$ cat src/rtl/llfp_pkg.sv
// Shared constants, types and helpers for the linked list free pool engine.
package llfp_pkg;

	localparam int SLOTS   = 32;
	localparam int SLOT_W  = $clog2(SLOTS);
	localparam int LINK_W  = SLOT_W + 1;
	localparam int CNT_W   = $clog2(SLOTS + 1);
	localparam int MAX_RES = 32;
	localparam int CMD_W   = 4;
	localparam int IDX_W   = 8;
	localparam int KEY_W   = 32;
	localparam int PAY_W   = 64;
	localparam int ST_W    = 3;
	localparam int OSLOT_W = 5;

	// link MSB set means null
	localparam logic [LINK_W-1:0] NIL_LINK = {1'b1, {SLOT_W{1'b0}}};

	typedef enum logic [CMD_W-1:0] {
		CMD_INS_FIRST = 4'd0,
		CMD_INS_LAST  = 4'd1,
		CMD_INS_POS   = 4'd2,
		CMD_DEL_FIRST = 4'd3,
		CMD_DEL_LAST  = 4'd4,
		CMD_DEL_POS   = 4'd5,
		CMD_DEL_KEY   = 4'd6,
		CMD_FIND      = 4'd7,
		CMD_WALK      = 4'd8
	} cmd_t;

	typedef enum logic [ST_W-1:0] {
		ST_OK        = 3'd0,
		ST_POOL_FULL = 3'd1,
		ST_EMPTY     = 3'd2,
		ST_BAD_POS   = 3'd3,
		ST_NOT_FOUND = 3'd4
	} status_t;

	typedef enum logic [3:0] {
		S_IDLE,
		S_CHK,
		S_RD,
		S_EV,
		S_ALLOC_RD,
		S_ALLOC_WR,
		S_LINK,
		S_DEL_RD,
		S_DEL_LINK,
		S_DEL_FREE,
		S_OUT
	} state_t;

	typedef struct packed {
		logic              re;
		logic [SLOT_W-1:0] raddr;
		logic              we_next;
		logic              we_data;
		logic [SLOT_W-1:0] waddr;
		logic [LINK_W-1:0] wnext;
		logic [KEY_W-1:0]  wkey;
		logic [PAY_W-1:0]  wpay;
	} mem_req_t;

	typedef struct packed {
		logic [LINK_W-1:0] next;
		logic [KEY_W-1:0]  key;
		logic [PAY_W-1:0]  pay;
	} mem_rsp_t;

	// link held by a slot after reset: slot i points at i-1, slot 0 at null
	function automatic logic [LINK_W-1:0] reset_link(input logic [SLOT_W-1:0] s);
		logic [LINK_W-1:0] r;
		if (s == '0) begin
			r = NIL_LINK;
		end else begin
			r = {1'b0, s - 1'b1};
		end
		return r;
	endfunction

endpackage

$ cat src/rtl/llfp_cmd_if.sv
// Command channel: valid/ready plus one command beat.
interface llfp_cmd_if;
	import llfp_pkg::*;

	logic             valid;
	logic             ready;
	logic [CMD_W-1:0] cmd;
	logic [IDX_W-1:0] index;
	logic [KEY_W-1:0] key;
	logic [PAY_W-1:0] payload;

	modport source(output valid, output cmd, output index, output key, output payload,
		input ready);
	modport sink(input valid, input cmd, input index, input key, input payload,
		output ready);
endinterface

$ cat src/rtl/llfp_res_if.sv
// Result channel: valid/ready plus one result beat.
interface llfp_res_if;
	import llfp_pkg::*;

	logic               valid;
	logic               ready;
	logic [ST_W-1:0]    status;
	logic               found;
	logic [OSLOT_W-1:0] slot;
	logic [OSLOT_W-1:0] position;
	logic [KEY_W-1:0]   out_key;
	logic [PAY_W-1:0]   out_payload;
	logic               last;
	logic               list_empty;
	logic               pool_full;

	modport source(output valid, output status, output found, output slot, output position,
		output out_key, output out_payload, output last, output list_empty,
		output pool_full, input ready);
	modport sink(input valid, input status, input found, input slot, input position,
		input out_key, input out_payload, input last, input list_empty,
		input pool_full, output ready);
endinterface

$ cat src/rtl/linked_list_free_pool_engine_top.sv
// Result beat after an insert-at-front beat: check, allocate-read, allocate-write;
// after delete-first: check, delete-read, unlink, free. Linking the new slot behind an
// entry adds a link write; a list walk adds a read and an evaluate state per link read,
// plus a read check that ends it on null or at the target position. Walk gives one
// result beat per entry. One command in flight; the next can be taken in the cycle
// after the last result beat is accepted. Reset: list empty, free chain from the highest
// slot down; links read reset values via per-slot valid bits, so no clearing pass is needed.
module linked_list_free_pool_engine_top (
	input  logic       clk,
	input  logic       arst_n,
	llfp_cmd_if.sink   req,
	llfp_res_if.source rsp
);
	import llfp_pkg::*;

	// request/response between sequencer and slot memories
	mem_req_t mreq;
	mem_rsp_t mrsp;

	// sequencer: owns head and free-head registers and the result register
	llfp_ctrl u_ctrl (
		.clk    (clk),
		.arst_n (arst_n),
		.req    (req),
		.rsp    (rsp),
		.mreq   (mreq),
		.mrsp   (mrsp)
	);

	// slot memories, registered read; accesses are strictly serialized
	llfp_mem u_mem (
		.clk    (clk),
		.arst_n (arst_n),
		.req    (mreq),
		.rsp    (mrsp)
	);
endmodule

$ cat src/rtl/llfp_mem.sv
// Slot storage: link memory with reset-valid bits, and key/payload memory.
module llfp_mem (
	input  logic              clk,
	input  logic              arst_n,
	input  llfp_pkg::mem_req_t req,
	output llfp_pkg::mem_rsp_t rsp
);
	import llfp_pkg::*;

	logic [LINK_W-1:0]      next_mem [SLOTS];
	logic [KEY_W+PAY_W-1:0] data_mem [SLOTS];
	logic [SLOTS-1:0]       nv_q;
	logic [LINK_W-1:0]      next_raw_q;
	logic                   nv_rd_q;
	logic [SLOT_W-1:0]      raddr_q;
	logic [KEY_W+PAY_W-1:0] data_q;

	// link written since reset; otherwise it reads the reset pattern
	always_ff @(posedge clk or negedge arst_n) begin
		if (!arst_n) begin
			nv_q <= '0;
		end else if (req.we_next) begin
			nv_q[req.waddr] <= 1'b1;
		end
	end

	always_ff @(posedge clk) begin
		if (req.we_next) begin
			next_mem[req.waddr] <= req.wnext;
		end
		if (req.we_data) begin
			data_mem[req.waddr] <= {req.wkey, req.wpay};
		end
		if (req.re) begin
			next_raw_q <= next_mem[req.raddr];
			data_q     <= data_mem[req.raddr];
			nv_rd_q    <= nv_q[req.raddr];
			raddr_q    <= req.raddr;
		end
	end

	assign rsp.next = nv_rd_q ? next_raw_q : reset_link(raddr_q);
	assign rsp.key  = data_q[KEY_W+PAY_W-1:PAY_W];
	assign rsp.pay  = data_q[PAY_W-1:0];
endmodule

$ cat src/rtl/llfp_ctrl.sv
// Command sequencer: list walks, slot allocation and release, result register.
module llfp_ctrl (
	input  logic               clk,
	input  logic               arst_n,
	llfp_cmd_if.sink           req,
	llfp_res_if.source         rsp,
	output llfp_pkg::mem_req_t mreq,
	input  llfp_pkg::mem_rsp_t mrsp
);
	import llfp_pkg::*;

	state_t             state_q, state_d;
	logic [CMD_W-1:0]   cmd_q;
	logic [IDX_W-1:0]   idx_q;
	logic [KEY_W-1:0]   key_q;
	logic [PAY_W-1:0]   pay_q;
	logic [LINK_W-1:0]  head_q, free_q, prev_q, cur_q;
	logic [CNT_W-1:0]   i_q;
	status_t            rst_q;
	logic               rfound_q, rlast_q;
	logic [SLOT_W-1:0]  rslot_q;
	logic [CNT_W-1:0]   rpos_q;
	logic [KEY_W-1:0]   rkey_q;
	logic [PAY_W-1:0]   rpay_q;

	logic is_ins, is_del, at_idx, cur_nil, free_nil, head_nil, prev_nil;
	logic nx_nil, key_hit, rd_done, ev_adv, walk_last, beat_out;

	assign is_ins   = (cmd_q == CMD_INS_FIRST) || (cmd_q == CMD_INS_LAST) ||
		(cmd_q == CMD_INS_POS);
	assign is_del   = (cmd_q == CMD_DEL_FIRST) || (cmd_q == CMD_DEL_LAST) ||
		(cmd_q == CMD_DEL_POS) || (cmd_q == CMD_DEL_KEY);
	assign at_idx   = (IDX_W'(i_q) == idx_q);
	assign cur_nil  = cur_q[SLOT_W];
	assign free_nil = free_q[SLOT_W];
	assign head_nil = head_q[SLOT_W];
	assign prev_nil = prev_q[SLOT_W];
	assign nx_nil   = mrsp.next[SLOT_W];
	assign key_hit  = (mrsp.key == key_q);
	assign rd_done  = cur_nil ||
		(((cmd_q == CMD_INS_POS) || (cmd_q == CMD_DEL_POS)) && at_idx);
	assign ev_adv   = (cmd_q == CMD_INS_LAST) || (cmd_q == CMD_INS_POS) ||
		(cmd_q == CMD_DEL_POS) || ((cmd_q == CMD_DEL_LAST) && !nx_nil) ||
		(((cmd_q == CMD_DEL_KEY) || (cmd_q == CMD_FIND)) && !key_hit);
	assign walk_last = nx_nil || (i_q == CNT_W'(MAX_RES - 1));
	assign beat_out = rsp.valid && rsp.ready;

	// next state
	always_comb begin
		state_d = state_q;
		case (state_q)
			S_IDLE: begin
				if (req.valid) state_d = S_CHK;
			end
			S_CHK: begin
				if (is_ins) begin
					if (free_nil) state_d = S_OUT;
					else if (cmd_q == CMD_INS_FIRST) state_d = S_ALLOC_RD;
					else state_d = S_RD;
				end else if (is_del) begin
					if (head_nil) state_d = S_OUT;
					else if (cmd_q == CMD_DEL_FIRST) state_d = S_DEL_RD;
					else state_d = S_RD;
				end else if (cmd_q == CMD_FIND) begin
					state_d = S_RD;
				end else if (cmd_q == CMD_WALK) begin
					state_d = cur_nil ? S_OUT : S_RD;
				end else begin
					state_d = S_OUT;
				end
			end
			S_RD: begin
				if (!rd_done) begin
					state_d = S_EV;
				end else begin
					case (cmd_q)
						CMD_INS_LAST: state_d = S_ALLOC_RD;
						CMD_INS_POS:  state_d = at_idx ? S_ALLOC_RD : S_OUT;
						CMD_DEL_POS:  state_d = (at_idx && !cur_nil) ? S_DEL_RD : S_OUT;
						default:      state_d = S_OUT;
					endcase
				end
			end
			S_EV: begin
				if (ev_adv) state_d = S_RD;
				else if (cmd_q == CMD_FIND || cmd_q == CMD_WALK) state_d = S_OUT;
				else state_d = S_DEL_RD;
			end
			S_ALLOC_RD: state_d = S_ALLOC_WR;
			S_ALLOC_WR: state_d = prev_nil ? S_OUT : S_LINK;
			S_LINK:     state_d = S_OUT;
			S_DEL_RD:   state_d = S_DEL_LINK;
			S_DEL_LINK: state_d = S_DEL_FREE;
			S_DEL_FREE: state_d = S_OUT;
			S_OUT: begin
				if (beat_out) begin
					state_d = (cmd_q == CMD_WALK && !rlast_q) ? S_RD : S_IDLE;
				end
			end
			default: state_d = S_IDLE;
		endcase
	end

	// outputs: handshakes and memory requests
	always_comb begin
		mreq         = '0;
		mreq.wkey    = key_q;
		mreq.wpay    = pay_q;
		req.ready    = (state_q == S_IDLE);
		rsp.valid    = (state_q == S_OUT);
		case (state_q)
			S_RD: begin
				mreq.re    = !rd_done;
				mreq.raddr = cur_q[SLOT_W-1:0];
			end
			S_ALLOC_RD: begin
				mreq.re    = 1'b1;
				mreq.raddr = free_q[SLOT_W-1:0];
			end
			S_ALLOC_WR: begin
				mreq.we_next = 1'b1;
				mreq.we_data = 1'b1;
				mreq.waddr   = free_q[SLOT_W-1:0];
				mreq.wnext   = cur_q;
			end
			S_LINK: begin
				mreq.we_next = 1'b1;
				mreq.waddr   = prev_q[SLOT_W-1:0];
				mreq.wnext   = {1'b0, rslot_q};
			end
			S_DEL_RD: begin
				mreq.re    = 1'b1;
				mreq.raddr = cur_q[SLOT_W-1:0];
			end
			S_DEL_LINK: begin
				mreq.we_next = !prev_nil;
				mreq.waddr   = prev_q[SLOT_W-1:0];
				mreq.wnext   = mrsp.next;
			end
			S_DEL_FREE: begin
				mreq.we_next = 1'b1;
				mreq.waddr   = cur_q[SLOT_W-1:0];
				mreq.wnext   = free_q;
			end
			default: ;
		endcase
	end

	always_ff @(posedge clk or negedge arst_n) begin
		if (!arst_n) begin
			state_q <= S_IDLE;
			head_q  <= NIL_LINK;
			free_q  <= {1'b0, SLOT_W'(SLOTS - 1)};
		end else begin
			state_q <= state_d;
			if (state_q == S_ALLOC_WR) begin
				free_q <= mrsp.next;
				if (prev_nil) head_q <= free_q;
			end
			if (state_q == S_LINK && prev_nil) head_q <= {1'b0, rslot_q};
			if (state_q == S_DEL_LINK && prev_nil) head_q <= mrsp.next;
			if (state_q == S_DEL_FREE) free_q <= cur_q;
		end
	end

	// command and result registers
	always_ff @(posedge clk) begin
		case (state_q)
			S_IDLE: begin
				cmd_q    <= req.cmd;
				idx_q    <= req.index;
				key_q    <= req.key;
				pay_q    <= req.payload;
				cur_q    <= head_q;
				prev_q   <= NIL_LINK;
				i_q      <= '0;
				rst_q    <= ST_OK;
				rfound_q <= 1'b0;
				rslot_q  <= '0;
				rpos_q   <= '0;
				rkey_q   <= '0;
				rpay_q   <= '0;
				rlast_q  <= 1'b1;
			end
			S_CHK: begin
				if (is_ins && free_nil) rst_q <= ST_POOL_FULL;
				else if (is_del && head_nil) rst_q <= ST_EMPTY;
				else if (cmd_q == CMD_WALK && cur_nil) rst_q <= ST_EMPTY;
			end
			S_RD: begin
				if (rd_done) begin
					case (cmd_q)
						CMD_INS_POS: if (!at_idx) rst_q <= ST_BAD_POS;
						CMD_DEL_POS: if (!at_idx || cur_nil) rst_q <= ST_BAD_POS;
						CMD_DEL_KEY, CMD_FIND: rst_q <= ST_NOT_FOUND;
						default: ;
					endcase
				end
			end
			S_EV: begin
				if (ev_adv) begin
					prev_q <= cur_q;
					cur_q  <= mrsp.next;
					i_q    <= i_q + 1'b1;
				end else if (cmd_q == CMD_FIND) begin
					rfound_q <= 1'b1;
					rslot_q  <= cur_q[SLOT_W-1:0];
				end else if (cmd_q == CMD_WALK) begin
					rslot_q <= cur_q[SLOT_W-1:0];
					rpos_q  <= i_q;
					rkey_q  <= mrsp.key;
					rpay_q  <= mrsp.pay;
					rlast_q <= walk_last;
					cur_q   <= mrsp.next;
				end
			end
			S_ALLOC_WR: rslot_q <= free_q[SLOT_W-1:0];
			S_DEL_FREE: begin
				rslot_q  <= cur_q[SLOT_W-1:0];
				rfound_q <= (cmd_q == CMD_DEL_KEY);
			end
			S_OUT: begin
				if (beat_out) i_q <= i_q + 1'b1;
			end
			default: ;
		endcase
	end

	assign rsp.status      = rst_q;
	assign rsp.found       = rfound_q;
	assign rsp.slot        = OSLOT_W'(rslot_q);
	assign rsp.position    = OSLOT_W'(rpos_q);
	assign rsp.out_key     = rkey_q;
	assign rsp.out_payload = rpay_q;
	assign rsp.last        = rlast_q;
	assign rsp.list_empty  = head_nil;
	assign rsp.pool_full   = free_nil;
endmodule

$ cat src/flat_wrapper.sv
// flat-port wrapper written by rule: the top's interface ports become plain ports
module linked_list_free_pool_engine_top_flat import llfp_pkg::*;
  (clk, arst_n, req_valid, req_cmd, req_index, req_key, req_payload, req_ready, rsp_valid, rsp_status, rsp_found, rsp_slot, rsp_position, rsp_out_key, rsp_out_payload, rsp_last, rsp_list_empty, rsp_pool_full, rsp_ready);
  llfp_cmd_if req_i ();
  llfp_res_if rsp_i ();
  input  logic clk;
  input  logic arst_n;
  input wire logic [$bits(req_i.valid)-1:0] req_valid;
  input wire logic [$bits(req_i.cmd)-1:0] req_cmd;
  input wire logic [$bits(req_i.index)-1:0] req_index;
  input wire logic [$bits(req_i.key)-1:0] req_key;
  input wire logic [$bits(req_i.payload)-1:0] req_payload;
  output wire logic [$bits(req_i.ready)-1:0] req_ready;
  output wire logic [$bits(rsp_i.valid)-1:0] rsp_valid;
  output wire logic [$bits(rsp_i.status)-1:0] rsp_status;
  output wire logic [$bits(rsp_i.found)-1:0] rsp_found;
  output wire logic [$bits(rsp_i.slot)-1:0] rsp_slot;
  output wire logic [$bits(rsp_i.position)-1:0] rsp_position;
  output wire logic [$bits(rsp_i.out_key)-1:0] rsp_out_key;
  output wire logic [$bits(rsp_i.out_payload)-1:0] rsp_out_payload;
  output wire logic [$bits(rsp_i.last)-1:0] rsp_last;
  output wire logic [$bits(rsp_i.list_empty)-1:0] rsp_list_empty;
  output wire logic [$bits(rsp_i.pool_full)-1:0] rsp_pool_full;
  input wire logic [$bits(rsp_i.ready)-1:0] rsp_ready;
  assign req_i.valid = req_valid;
  assign req_i.cmd = req_cmd;
  assign req_i.index = req_index;
  assign req_i.key = req_key;
  assign req_i.payload = req_payload;
  assign req_ready = req_i.ready;
  assign rsp_valid = rsp_i.valid;
  assign rsp_status = rsp_i.status;
  assign rsp_found = rsp_i.found;
  assign rsp_slot = rsp_i.slot;
  assign rsp_position = rsp_i.position;
  assign rsp_out_key = rsp_i.out_key;
  assign rsp_out_payload = rsp_i.out_payload;
  assign rsp_last = rsp_i.last;
  assign rsp_list_empty = rsp_i.list_empty;
  assign rsp_pool_full = rsp_i.pool_full;
  assign rsp_i.ready = rsp_ready;
  linked_list_free_pool_engine_top u_core (.clk(clk), .arst_n(arst_n), .req(req_i), .rsp(rsp_i));
endmodule
$ cat config.mk
export PLATFORM = sky130hd
export DESIGN_NAME = linked_list_free_pool_engine_top_flat
export DESIGN_NICKNAME = d
export VERILOG_FILES = /design/src/rtl/llfp_pkg.sv /design/src/rtl/llfp_cmd_if.sv /design/src/rtl/llfp_res_if.sv /design/src/rtl/linked_list_free_pool_engine_top.sv /design/src/rtl/llfp_mem.sv /design/src/rtl/llfp_ctrl.sv /design/src/flat_wrapper.sv
export SDC_FILE = /design/constraint.sdc
export NUM_CORES = 2
export LEC_CHECK = 0
export BUFFER_PORTS_ARGS = -buffer_cell sky130_fd_sc_hd__buf_2
export CAP_MARGIN = 20
export CORE_MARGIN = 4
export CORE_UTILIZATION = 40
export DETAILED_ROUTE_END_ITERATION = 16
export PLACE_DENSITY_LB_ADDON = 0.3
export SYNTH_ARGS = -nofsm -noshare
export SYNTH_HDL_FRONTEND = slang
export SYNTH_SLANG_ARGS = --single-unit
$ cat constraint.sdc
create_clock -name clk -period 12.08 [get_ports clk]
set_input_delay 0.604 -clock clk [delete_from_list [all_inputs] [get_ports clk]]
set_output_delay 0.604 -clock clk [all_outputs]
set_load 0.03 [all_outputs]
== Yosys cells after proc, flatten, opt, wreduce, memory -nomap -nowiden ==
Memories as Yosys holds them, arrays and structs flattened. A register that Yosys moved wholly into a read port is not among the register bits.
Cells that the tools add are included.

* Register bits: 291
* RAM bits: 3,264
* Input bits: 112
* Output and inout port bits: 115
* Logic and storage cells: 201
* Memories: 2

{| class="wikitable"
|+ Memories
! name !! depth !! bits a word !! rd ports !! clocked after Yosys merged registers in !! write ports !! line !! text
|-
| u_core.u_mem.data_mem || 32 || 96 || 1 || 1 || 1 || llfp_mem.sv:11 || <nowiki>logic [KEY_W+PAY_W-1:0] data_mem [SLOTS];</nowiki>
|-
| u_core.u_mem.next_mem || 32 || 6 || 1 || 1 || 1 || llfp_mem.sv:10 || <nowiki>logic [LINK_W-1:0] next_mem [SLOTS];</nowiki>
|}

* $add $sub $neg: 2
* Magnitude comparators: 3
* Equal/unequal tests: 36
* Muxes and demuxes: 80
* Bitwise logic cells: 1
* Reductions and logical operators: 57

{| class="wikitable"
|+ Operators by type and width
! cell !! number
|-
| $mux 64 || 3
|-
| $pmux 64 s2 || 1
|-
| $mux 32 || 3
|-
| $mux 6 || 14
|-
| $pmux 32 s2 || 1
|-
| $mux 4 || 15
|-
| $pmux 11 s4 || 1
|-
| $pmux 4 s10 || 1
|-
| $pmux 6 s3 || 2
|-
| $eq 32x32->1 || 1
|-
| $eq 4x3->1 const B || 8
|-
| $or 32x32->32 || 1
|-
| $mux 5 || 6
|-
| $mux 3 || 8
|-
| $pmux 6 s2 || 2
|-
| $pmux 5 s4 || 1
|-
| $pmux 3 s3 || 2
|-
| $eq 4x2->1 const B || 4
|-
| $eq 4x4->1 const B || 4
|-
| $logic_or 1x1->1 || 15
|-
| $ne 3x3->1 const B || 5
|-
| $reduce_bool 3->1 || 5
|-
| $ne 2x2->1 const B || 7
|-
| $logic_and 1x1->1 || 12
|-
| 29 further kinds || 57
|}

== Logic depth before layout (Yosys ltp) ==
* Depth after elaboration: 9
* Mapped depth: 13
* Gate-level depth less buffers: 8

== Cells and area by module ==
A second synthesis with hierarchy kept.

* Cells, all modules: 6,861
* Area, all modules: 139,949.2 um^2

{| class="wikitable"
|+ By module, submodules not included
! module !! times used !! cells each !! area each (um^2) !! seq. area each (um^2)
|-
| llfp_mem || 1 || 6,122 || 129,414.1 || 102,057.9
|-
| llfp_ctrl || 1 || 739 || 10,535.1 || 7,524.7
|}

== Worst setup path before layout ==
No wires, ideal clock.

* Path kind: register -> register
* From: register u_core.u_ctrl.state_q[2]
* To: register u_core.u_ctrl.rpos_q[0], enable pin
* Setup time: 0.707 ns
* Arrival time: 8.609 ns
* Required time: 11.373 ns
* Path slack: 2.764 ns
* Stages on the path, launching flop included: 7
* Buffers on the path: 3
* Period minus slack after synthesis: 9.316 ns
* Path through: dfrtp_1 > buf_2 > buf_2 > buf_2 > nor2_1 > nand3_1 > o21ai_0

* Longest elaborated chain between the ends: 3
* Elaborated cells on any way between the ends: 7
* Those cells by class: eq/ne: 4; reduce/logical: 3

{| class="wikitable"
|+ RTL lines
! element !! line !! text
|-
| start: declaration || llfp_ctrl.sv:12 || <nowiki>state_t state_q, state_d;</nowiki>
|-
| start signal: assignment || llfp_ctrl.sv:155 || <nowiki>state_q <= state_d;</nowiki>
|-
| $eq 4x2->1 / $logic_not 4->1 (equally long branches) || llfp_ctrl.sv:168 || <nowiki>case (state_q)</nowiki>
|-
| $ne 2x2->1 (no line) / $reduce_bool 2->1 (equally long branches) || -- ||
|-
| $reduce_and 4->1 (no line) (*) || -- ||
|-
| end signal: assignment || llfp_ctrl.sv:210 || <nowiki>rpos_q <= i_q;</nowiki>
|-
| end: declaration || llfp_ctrl.sv:22 || <nowiki>logic [CNT_W-1:0] rpos_q;</nowiki>
|}

Mark *: on every way between the ends. The rest lies on a longest branch, timed or not.
A chain may end at the register's enable or synchronous reset.

== Worst setup path in the final report ==
* From: register u_core.u_ctrl.state_q[3]
* To: register u_core.u_mem.data_q[21] (read register of u_core.u_mem.data_mem) (data pin)

* Longest elaborated chain between the ends: 2
* Elaborated cells on any way between the ends: 4
* Those cells by class: eq/ne: 3; mux: 1

{| class="wikitable"
|+ RTL lines
! element !! line !! text
|-
| $eq 4x3->1 / $eq 4x2->1 (equally long branches) || llfp_ctrl.sv:111 || <nowiki>case (state_q)</nowiki>
|-
| $pmux 6 s3 (*) || llfp_ctrl.sv:111 ||
|-
| end: declaration || llfp_mem.sv:16 || <nowiki>logic [KEY_W+PAY_W-1:0] data_q;</nowiki>
|}

Marked as above.

==> flow_metrics.env <==
export IMPL_sequentialPowerShare=0.462
export IMPL_cp_delay_by_family_top="buffers and inverters"
export IMPL_yosys_area_share_adder=0.000332
export IMPL_grt_pass1_vias=83300
export IMPL_power_switching_share=0.318
export IMPL_dominantRegCellSynth="sky130_fd_sc_hd__edfxtp_1"
export IMPL_syn2layout_area_growth_pct=13.8
export IMPL_multi_input_comb_area_um2=31100
export IMPL_clk_insertion_delay_late_ns=0.94
export IMPL_timing_rr_end="u_core.u_mem.data_q[21]$_DFFE_PP_"
export IMPL_period_minus_slack_ns=6.22
export IMPL_grt_max_degree=142
export IMPL_final_max_slew_violation_count=0
export IMPL_critical_path_cell_chain="inv_1 > o31ai_4 > buf_12 > buf_4 > buf_4 > buf_4 > mux4_2 > a21oi_1 > o32ai_1"
export IMPL_htree_levels=5
export IMPL_slew_headroom=0.220
export IMPL_number_of_setup_buffers_added_after_cts=0
export IMPL_io_buffers=226
export IMPL_outcome="completed"
export IMPL_vias=84600
export IMPL_finalPower_mw=36.6
export IMPL_place_detailed_hpwl_um=206000
export IMPL_netSwitchingPower_mw=11.7
export IMPL_synth_async_sr_flop_share=0.0131
export IMPL_synth_enable_flop_cells=3609
export IMPL_cp_max_fo=122
export IMPL_remaining_antenna_violation_count_after_routing=0
export IMPL_ys_ff_latch=3657
export IMPL_synth_top_area_frac=0.756
export IMPL_cp_common_cell="sky130_fd_sc_hd__buf_4"
export IMPL_cp_slowest_stage_delay_ns=0.98
export IMPL_initial_utilization=0.402
export IMPL_nNetsFinal=8800
export IMPL_cts_resized=0
export IMPL_static_leakage_power_nw=56.1
export IMPL_clock_sink_count=3657
export IMPL_r2r_start="u_core.u_ctrl.state_q[3]$_DFFE_PN0P_"
export IMPL_total_cts_buffers=377
export IMPL_yosysUniqueCellTypes=74
export IMPL_finalCritPeriodShare=0.515
export IMPL_max_slew_worst_pin_slew_ns=1.17
export IMPL_critPathSlowestCell="sky130_fd_sc_hd__dfrtp_1"
export IMPL_antenna_found_initial=13
export IMPL_timing_setup_critical_path_class="reg -> reg"
export IMPL_accumulated_negative_setup_slack_ns=0
export IMPL_routedWlPerCell_um=32.4
export IMPL_vdd_drop_max_v=0.000229
export IMPL_synth_compound_area_frac=0.103
export IMPL_ys_warn_count=0
export IMPL_synth_seq_area_share=0.765
export IMPL_syn_mean_instance_area_um2=17.1
export IMPL_power_per_cell_area_nw_per_um2=225
export IMPL_clkPwrFrac=0.314
export IMPL_floorplan_rows=219
export IMPL_worst_setup_path_start_kind="flop"
export IMPL_synth_mux_area_fraction=0.0746
export IMPL_tritoncts="yes"
export IMPL_combinational_family_with_the_most_area_after_synthesis="compound AO/OA/AOI/OAI gates"
export IMPL_timing_critical_path_required_ns=12.72
export IMPL_power_report_internal_total_mw=25.0
export IMPL_drv_max_cap_violation_count=0
export IMPL_final_layout_size_suffix_gt1_frac=0.138
export IMPL_worst_setup_path_end_kind="flop"
export IMPL_gp_routability_congestion=0.809
export IMPL_root_buffer="sky130_fd_sc_hd__clkbuf_16"
export IMPL_worst_hold_path_type="in -> async"
export IMPL_floorplan_die_width_um=607
export IMPL_area_sequential_um2=110000
export IMPL_syn_cell_area_um2=143000
export IMPL_skew_ns=0.0350
export IMPL_initialDrtViolationCount=12000
export IMPL_postSynthCellCount=8399
export IMPL_top_post_synthesis_cells_by_area="sky130_fd_sc_hd__edfxtp_1, sky130_fd_sc_hd__mux2i_1, sky130_fd_sc_hd__a211oi_1"
export IMPL_ioPinCount=227
export IMPL_setup_violating_endpoint_count_in_the_final_report=0
export IMPL_fillerInstances=30300
export IMPL_grt_first_pass_wirelength_um=624000
export IMPL_core_um2=356000
export IMPL_drt_pass1_iterations=6
export IMPL_clk_pin_slew_ns=0.07
export IMPL_critPathBufInv=5
export IMPL_die_area_um2=368000
export IMPL_grt_overflow=0
export IMPL_combinational_power_share=0.224
export IMPL_floorplan_die_height_um=607
export IMPL_ff2ff_setup_slack_ns=5.86
export IMPL_postSynthNetCount=8514
export IMPL_crit_arrival_ns=6.86
export IMPL_synth_top_area_cell="sky130_fd_sc_hd__edfxtp_1"
export IMPL_rsz0062_at_grt="false"
export IMPL_fmax_ghz=0.161
export IMPL_cts_max_path_buffers=4
export IMPL_routed_wirelength_um=446000
export IMPL_synth_simple_gate_area_share=0.0334
export IMPL_drt_drc_violations_left=0
export IMPL_global_route_usage_over_all_layers=0.235
export IMPL_rr_worst_depth=9
export IMPL_detail_route_vias_per_cell=6.15
export IMPL_number_of_hold_slack_violations_in_the_final_timing_report=0
export IMPL_synthXorXnorAreaFrac=0.00281
[state kept, by name (all words and copies together) (netlist names), 6 cells and up]
| signal | cells |
|---|---|
| u_core.u_ctrl.rsp.out_key | 32 |
| u_core.u_ctrl.prev_q | 6 |
| u_core.u_ctrl.head_q | 6 |
| u_core.u_mem.next_mem | 192 |
| u_core.u_mem.nv_q | 32 |
| u_core.u_ctrl.key_q | 32 |
| u_core.u_ctrl.idx_q | 8 |
| u_core.u_ctrl.rsp.out_payload | 64 |
| u_core.u_ctrl.i_q | 6 |
| u_core.u_mem.data_q | 96 |
| u_core.u_mem.next_raw_q | 6 |
| u_core.u_mem.data_mem | 3072 |
| u_core.u_ctrl.cur_q | 6 |
| u_core.u_ctrl.free_q | 6 |
| u_core.u_ctrl.pay_q | 64 |
[cells in the mapped netlist, types with 9 or more instances]
| cell | instances |
|---|---|
| sky130_fd_sc_hd__o21bai_1 | 31 |
| sky130_fd_sc_hd__clkbuf_1 | 338 |
| sky130_fd_sc_hd__dfrtp_1 | 42 |
| sky130_fd_sc_hd__a21oi_1 | 460 |
| sky130_fd_sc_hd__xor2_1 | 9 |
| sky130_fd_sc_hd__mux4_2 | 102 |
| sky130_fd_sc_hd__o2bb2ai_1 | 102 |
| sky130_fd_sc_hd__buf_6 | 35 |
| sky130_fd_sc_hd__nor2_1 | 309 |
| sky130_fd_sc_hd__buf_4 | 48 |
| sky130_fd_sc_hd__nand2b_1 | 13 |
| sky130_fd_sc_hd__xnor2_1 | 37 |
| sky130_fd_sc_hd__mux2i_1 | 722 |
| sky130_fd_sc_hd__nand3b_1 | 14 |
| sky130_fd_sc_hd__mux2_2 | 103 |
| sky130_fd_sc_hd__nand3_1 | 119 |
| sky130_fd_sc_hd__a211oi_1 | 417 |
| sky130_fd_sc_hd__o22ai_1 | 111 |
| sky130_fd_sc_hd__buf_2 | 154 |
| sky130_fd_sc_hd__nand4_1 | 13 |
| sky130_fd_sc_hd__o21ai_0 | 122 |
| sky130_fd_sc_hd__o221ai_1 | 311 |
| sky130_fd_sc_hd__o21ai_1 | 13 |
| sky130_fd_sc_hd__buf_1 | 47 |
| sky130_fd_sc_hd__and2_1 | 108 |
| sky130_fd_sc_hd__a21o_1 | 10 |
| sky130_fd_sc_hd__edfxtp_1 | 3609 |
| sky130_fd_sc_hd__a2bb2oi_1 | 103 |
| sky130_fd_sc_hd__o31a_1 | 204 |
| sky130_fd_sc_hd__o32ai_1 | 103 |
| sky130_fd_sc_hd__inv_1 | 16 |
| sky130_fd_sc_hd__nor3_1 | 14 |
| sky130_fd_sc_hd__nand2_1 | 457 |
[power groups by stage]
stage | Clock, mW | Combinational, mW | Sequential (mW)
floorplan | 0 | 4.76 | 17.2
global placement | 0 | 7.84 | 17.2
detailed placement | 0 | 7.92 | 17.3
CTS | 11.7 | 7.98 | 17.0
global route | 12.2 | 8.64 | 17.0
finish | 11.5 | 8.20 | 16.9
[metrics by stage]
stage | hold slack, ns | cells | util | setup slack (ns) | cell area (µm²)
final | 0.353 | 13800 | 0.458 | 5.86 | 163000
after global routing | 0.355 | 13800 | 0.458 | 5.63 | 163000
after CTS | 0.305 | 13700 | 0.457 | 5.68 | 163000
after detailed placement | 0.448 | 12900 | 0.420 | 5.72 | 150000
after global placement | 0.441 | 12900 | 0.420 | 5.79 | 150000
after floorplan | 0.308 | 8399 | - | 2.76 | 143000
[cells in the final DEF (no fill, tap or decap), types with 115 or more instances in the layout]
cell and n:
sky130_fd_sc_hd__clkbuf_16 384, sky130_fd_sc_hd__mux2i_1 722, sky130_fd_sc_hd__o221ai_1 311, sky130_fd_sc_hd__nand2_1 453
sky130_fd_sc_hd__nand3_1 119, sky130_fd_sc_hd__nor2_1 274, sky130_fd_sc_hd__a211oi_1 417, sky130_fd_sc_hd__o31a_1 204
sky130_fd_sc_hd__buf_2 227, sky130_fd_sc_hd__edfxtp_1 3609, sky130_fd_sc_hd__buf_4 149, sky130_fd_sc_hd__a21oi_1 460
sky130_fd_sc_hd__o21ai_0 115
[repair_timing]
action,in CTS,in global routing
hold buffers,111,0
setup endpoints to repair,0,0
hold endpoints to repair,152,0
[logic make-up after synthesis]
kind of cell	Yosys count
AND/OR/NAND/NOR	1085
AO/OA/AOI/OAI	2038
buffers and inverters	642
XOR/XNOR	46
adder cells (fa/ha/maj)	4
multiplexers	927
flip-flops	3657
[how the worst max path moves through the flow]
stage / from / end / slack [ns] / cells past startpoint
after floorplan: u_core.u_ctrl.state_q[2]$_DFFE_PN0P_ / u_core.u_ctrl.rpos_q[0]$_SDFFCE_PN0P_ / 2.76 / 6
after global placement: u_core.u_ctrl.state_q[0]$_DFFE_PN0P_ / u_core.u_mem.data_q[21]$_DFFE_PP_ / 5.79 / 10
after detailed placement: u_core.u_ctrl.state_q[0]$_DFFE_PN0P_ / u_core.u_mem.data_q[21]$_DFFE_PP_ / 5.72 / 10
after CTS: u_core.u_ctrl.state_q[0]$_DFFE_PN0P_ / u_core.u_mem.data_q[21]$_DFFE_PP_ / 5.68 / 10
after global routing: u_core.u_ctrl.state_q[3]$_DFFE_PN0P_ / u_core.u_mem.data_q[21]$_DFFE_PP_ / 5.63 / 9
final: u_core.u_ctrl.state_q[3]$_DFFE_PN0P_ / u_core.u_mem.data_q[21]$_DFFE_PP_ / 5.86 / 9
[worst reg2reg max path: cells and delay by family, from the launching register on]
kind | cells | cell delay (ns)
AOI/OAI and AO/OA | 3 | 0.53
buffers and inverters | 5 | 3.81
DFF | 1 | 0.98
muxes | 1 | 0.61
[layer usage]
metal | share of wire | track usage | routed length [µm]
met1 | 0.40 | 0.330 | 179000
met3 | 0.099 | 0.0408 | 44000
met4 | 0.035 | 0.0762 | 15800
met2 | 0.46 | 0.372 | 206000
met5 | 0.000094 | 0 | 42
[final cells by class]
| cell class | count | share of cell area |
|---|---|---|
| multi-input combinational | 4100 | 0.191 |
| clock buffer | 447 | 0.0605 |
| inverter | 20 | 0.000729 |
| antenna | 4 | 0.0000614 |
| tap | 4751 | 0.0364 |
| timing repair buffer | 529 | 0.0262 |
| sequential | 3657 | 0.672 |
| clock inverter | 249 | 0.0135 |
Note: power is estimated with default switching activity, not from simulation.
